--- src/emet_pkg.sv ---
// shared types and constants for the exact match exclusion table
`timescale 1ns / 1ps
package emet_pkg;

   localparam int TABLE_DEPTH = 64;
   localparam int IDX_W       = (TABLE_DEPTH > 1) ? $clog2(TABLE_DEPTH) : 1;
   localparam int CNT_W       = $clog2(TABLE_DEPTH + 1);
   localparam int KEY_W       = 88;
   localparam int OP_W        = 2;
   localparam int REQ_W       = 96;
   localparam int RSP_W       = 16;
   localparam int OUT_W       = 7;

   localparam logic [OP_W-1:0] OP_FIND   = 2'd0;
   localparam logic [OP_W-1:0] OP_ADD    = 2'd1;
   localparam logic [OP_W-1:0] OP_REMOVE = 2'd2;

   localparam logic [7:0] KIND_MAX = 8'd2;
   localparam logic [OUT_W-1:0] NO_MATCH = 7'h7F;

   typedef enum logic [2:0] {
      ST_IDLE,
      ST_SCAN,
      ST_EVAL,
      ST_SHIFT,
      ST_FINISH
   } state_type;

   typedef struct packed {
      logic load;
      logic scan;
      logic append;
      logic shift_start;
      logic shift;
      logic dec;
      logic set_ok;
      logic set_full;
      logic emit;
   } cmd_type;

   typedef struct packed {
      logic            scan_hit;
      logic            scan_end;
      logic            shift_end;
      logic [OP_W-1:0] op;
      logic            kind_ok;
      logic            is_full;
      logic            hit;
      logic            out_free;
   } status_type;

endpackage

--- src/emet_ctrl.sv ---
// controller state machine for the exact match exclusion table
`timescale 1ns / 1ps
module emet_ctrl (
   input  logic                  clock,
   input  logic                  reset,
   input  logic                  req_tvalid,
   output logic                  req_tready,
   input  emet_pkg::status_type  status,
   output emet_pkg::cmd_type     cmd
);

   emet_pkg::state_type state_ff, state_in;

   always_ff @(posedge clock) begin
      if (reset) begin
         state_ff <= emet_pkg::ST_IDLE;
      end else begin
         state_ff <= state_in;
      end
   end

   always_comb begin
      state_in   = state_ff;
      cmd        = '0;
      req_tready = 1'b0;
      case (state_ff)
         emet_pkg::ST_IDLE: begin
            req_tready = 1'b1;
            if (req_tvalid) begin
               cmd.load = 1'b1;
               state_in = emet_pkg::ST_SCAN;
            end
         end
         emet_pkg::ST_SCAN: begin
            cmd.scan = 1'b1;
            if (status.scan_hit || status.scan_end) begin
               state_in = emet_pkg::ST_EVAL;
            end
         end
         emet_pkg::ST_EVAL: begin
            state_in = emet_pkg::ST_FINISH;
            case (status.op)
               emet_pkg::OP_ADD: begin
                  if (status.kind_ok && !status.hit) begin
                     if (status.is_full) begin
                        cmd.set_full = 1'b1;
                     end else begin
                        cmd.append = 1'b1;
                        cmd.set_ok = 1'b1;
                     end
                  end
               end
               emet_pkg::OP_REMOVE: begin
                  if (status.hit) begin
                     cmd.shift_start = 1'b1;
                     state_in        = emet_pkg::ST_SHIFT;
                  end
               end
               default: begin
                  cmd.set_ok = status.hit;
               end
            endcase
         end
         emet_pkg::ST_SHIFT: begin
            cmd.shift = 1'b1;
            if (status.shift_end) begin
               cmd.dec    = 1'b1;
               cmd.set_ok = 1'b1;
               state_in   = emet_pkg::ST_FINISH;
            end
         end
         emet_pkg::ST_FINISH: begin
            if (status.out_free) begin
               cmd.emit = 1'b1;
               state_in = emet_pkg::ST_IDLE;
            end
         end
         default: begin
            state_in = emet_pkg::ST_IDLE;
         end
      endcase
   end

endmodule

--- config.mk ---
export PLATFORM = sky130hd
export DESIGN_NAME = emet_ctrl
export DESIGN_NICKNAME = d
export VERILOG_FILES = /design/src/emet_pkg.sv /design/src/emet_ctrl.sv
export SDC_FILE = /design/constraint.sdc
export NUM_CORES = 1
export LEC_CHECK = 0
export ABC_CLOCK_PERIOD_IN_PS = 2590
export BUFFER_PORTS_ARGS = -buffer_cell sky130_fd_sc_hd__buf_2
export CAP_MARGIN = 20
export CORE_AREA = 2 2 39 41
export CTS_BUF_LIST = sky130_fd_sc_hd__clkbuf_8 sky130_fd_sc_hd__clkbuf_16
export DETAILED_ROUTE_END_ITERATION = 7
export DIE_AREA = 0 0 41 43
export GPL_ROUTABILITY_DRIVEN = 0
export GPL_TIMING_DRIVEN = 0
export PLACE_DENSITY = 0.53
export SYNTH_ARGS = -nofsm -noshare
export SYNTH_HDL_FRONTEND = slang
export SYNTH_SLANG_ARGS = --single-unit
--- constraint.sdc ---
create_clock -name clock -period 2.59 [get_ports clock]
set_input_delay 0.518 -clock clock [delete_from_list [all_inputs] [get_ports clock]]
set_output_delay 0.518 -clock clock [all_outputs]
set_load 0.02 [all_outputs]
==> results.py <==
metrics = {
    "synthesis": {
        "synth-xor-area-share": 0,
        "synth_top_family_by_area": "simple AND/OR/NAND/NOR gates",
        "synth-simple-area-share": 0.4054,
        "yosysSeqAreaShare": 0.1622,
        "synth-compound-area-share": 0.1622,
        "synth_mux_area_frac": 0.08784,
        "synth_area_per_cell_um2": 7.880,
        "synth_fa_ha_area_frac": 0.06757,
        "ys_types": 27,
        "syn_inst": 47,
        "synth.yosys.warnings": 0,
        "ys_ff_latch": 3,
        "synthesis.nets": 61,
        "netlist_area_um2": 370.4,
    },
    "pwr": {
        "p_sw_mw": 0.09541,
        "p_clk_frac": 0.453,
        "powerDensity_nw_per_um2": 548.6,
        "intPower_mw": 0.2011,
        "swShare": 0.3218,
        "ir_worst_vdd_mv": 0.2700,
        "p_seq_frac": 0.188,
        "leakage_nw": 0.2863,
        "p_comb_frac": 0.359,
    },
    "clock_network": {
        "cts.sinks": 3,
        "cts_buffers": 3,
        "clkTransAtPathRegs_ns": 0.03,
        "cts_buffer_depth": 2,
        "worstSkewPairLatency_ns": 0.22,
        "cts_tree": "yes",
        "cts_setup_buffers": 0,
        "h-tree-depth": 1,
        "hold_buffers": 0,
        "post_cts_resized": 0,
        "cts_root_buf": "clkbuf_8",
    },
    "cells_and_area": {
        "most-common-layout-cells": "buf_2 (22), inv_1 (5), a21oi_1 (5)",
        "top_register": "state_ff",
        "drive_gt1_frac": 0.4306,
        "area_growth_pct": 45.95,
        "largest_reg_flops": 3,
        "nets": 87,
        "diodes": 0,
        "layout.cells.most_common": "buf_2",
        "top_regs": "state_ff (3)",
        "fillerInstances": 151,
    },
    "floorplanning": {
        "core_area_um2": 1384,
        "die_w_um": 41,
        "die_h_um": 43,
        "die-area_um2": 1763,
        "ios": 22,
        "start_util": 0.2676,
        "rows": 14,
    },
    "detailed_routing": {
        "wl_met1_um": 420,
        "ant_nets": 0,
        "route.met3.wl_um": 57,
        "num_vias": 435,
        "drcViolationCount": 0,
        "top_layer": "met3",
        "wl_um": 968,
        "wl_per_cell_um": 11.00,
        "via_per_inst": 4.943,
        "drt_iter0_drc": 9,
        "firstDrtPassIters": 4,
        "wl_met2_um": 490,
    },
    "setup_path": {
        "cp.required_ns": 2.07,
        "reg2regPathDepth": 4,
        "arrival_ns": 1.49,
        "critPathLaunch": "status[4]",
        "path_class": "input port to output port",
        "r2r-end": "state_ff[1]$_SDFFE_PP0P_",
        "r2r_start": "state_ff[1]$_SDFFE_PP0P_",
        "critPathCaptureType": "output port",
        "crit_path_max_fanout": 2,
        "r2r_slack_ns": 1.42,
        "crit_path_start_kind": "input port",
    },
    "global_routing": {
        "antenna_found_initial": 0,
        "grt_pass1_vias": 400,
        "grt_pass1_wl_um": 1524,
        "grt.total_usage": 0.1266,
        "grt-ovfl-total": 0,
        "grt_max_degree": 11,
    },
    "status": {
        "status": "finished clean",
    },
    "timing": {
        "fin_ws_ns": 0.5828,
        "post-route-min-period_ns": 2.007,
        "clock_skew_ns": 0.0005815,
        "fmax_mhz": 498.2,
        "drv_slew": 0,
        "rsz0062_at_grt": "false",
        "relSlewSlack": 0.8492,
        "setup_viol_count_final": 0,
        "whs_ns": 0.5119,
        "fin_crit_sh": 0.7750,
        "hold_viol_final": 0,
        "fin_tns_setup_ns": 0,
        "worst_pin_slew_ns": 0.2258,
    },
    "worst_hold_path": {
        "min_path_type": "input port to register",
        "worstHoldEndpoint": "state_ff[2]$_SDFFE_PP0P_",
        "hold_start": "reset",
        "hold_depth": 2,
    },
    "placed_design": {
        "place_ws_ns": 0.5701,
        "dp_hpwl_um": 769,
        "port_buffers": 21,
    },
    "run": {
        "max-cap-violations": 0,
    },
}
==> stage by stage <==
stage                     instances  power (mW)  utilization  instance area (µm²)
after floorplan                  47      0.1307            -                370.4
after global placement           84      0.1617       0.3580                495.5
after detailed placement         84      0.1634       0.3580                495.5
after CTS                        88      0.2997       0.3906                540.5
after global routing             88      0.3141       0.3906                540.5
final                            88      0.2965       0.3906                540.5
==> worst max-delay path by stage <==
| stage | end | cells past startpoint |
|---|---|---|
| floorplan | cmd[1] | 4 |
| global placement | cmd[2] | 6 |
| detailed placement | cmd[2] | 6 |
| CTS | cmd[2] | 6 |
| global route | cmd[2] | 7 |
| finish | cmd[2] | 6 |
==> logic make-up (layout without fill, tap and decap cells) <==
logic type      count (synthesis)  in the layout
buf+inv                         7             32
compound gates                  9              9
fa+ha+maj                       2              2
flops                           3              3
mux                             2              2
simple gates                   24             24
==> synthesized netlist by cell type <==
library cell  instances  area, µm²
dfxtp_1               3      60.06
or2_2                 1      6.260
mux2i_1               1      10.01
nand2_1               2      7.510
nor4_1                2      12.51
and3_1                3      18.77
nor3_2                1      10.01
or2_0                 1      6.260
buf_2                 1      5.000
o211ai_1              1      7.510
buf_6                 2      22.52
nand4b_1              1      8.760
nand3b_1              2      15.01
a21bo_2               1      10.01
nor3b_1               1      7.510
or3b_1                1      8.760
o211a_1               1      10.01
nor2_1                2      7.510
and2_1                2      12.51
nor3_1                2      10.01
o31ai_1               1      7.510
nor2b_1               1      6.260
mux4_2                1      22.52
a21oi_1               5      25.02
inv_1                 4      15.01
nand2b_1              2      12.51
ha_1                  2      25.02
==> metal layers <==
metal | GRT usage | vias up
met5 | 0 | -
met2 | 0.2094 | 18
met3 | 0.03141 | 0
met4 | 0.06000 | 0
li1 | - | 218
met1 | 0.1419 | 199
==> power groups by stage <==
stage          sequential [mW]  combinational, mW  clock, mW
6_report                0.0557              0.106      0.134
5_1_grt                 0.0566              0.117      0.141
4_1_cts                 0.0558              0.107      0.137
2_1_floorplan           0.0555             0.0752          0
3_5_place_dp            0.0565              0.107          0
3_3_place_gp            0.0560              0.106          0
==> area by class of cell <==
type                    instances  area, µm²  share of cell area
multi-input cells              37      267.8              0.4954
repair buffers                 21      105.1              0.1944
flip-flops and latches          3      60.06              0.1111
clock buffers                   3      41.29             0.07639
plain buffers                   3      27.53             0.05093
well taps                      16      20.02             0.03704
inverters                       4      15.01             0.02778
clock inverters                 1      3.754            0.006944
==> worst max-delay path: stages <==
cell     delay (ns)
buf_2          0.09
inv_1          0.04
ha_1           0.30
o31ai_1        0.22
and3_1         0.17
buf_2          0.15
Note: power is estimated with default switching activity, not from simulation.
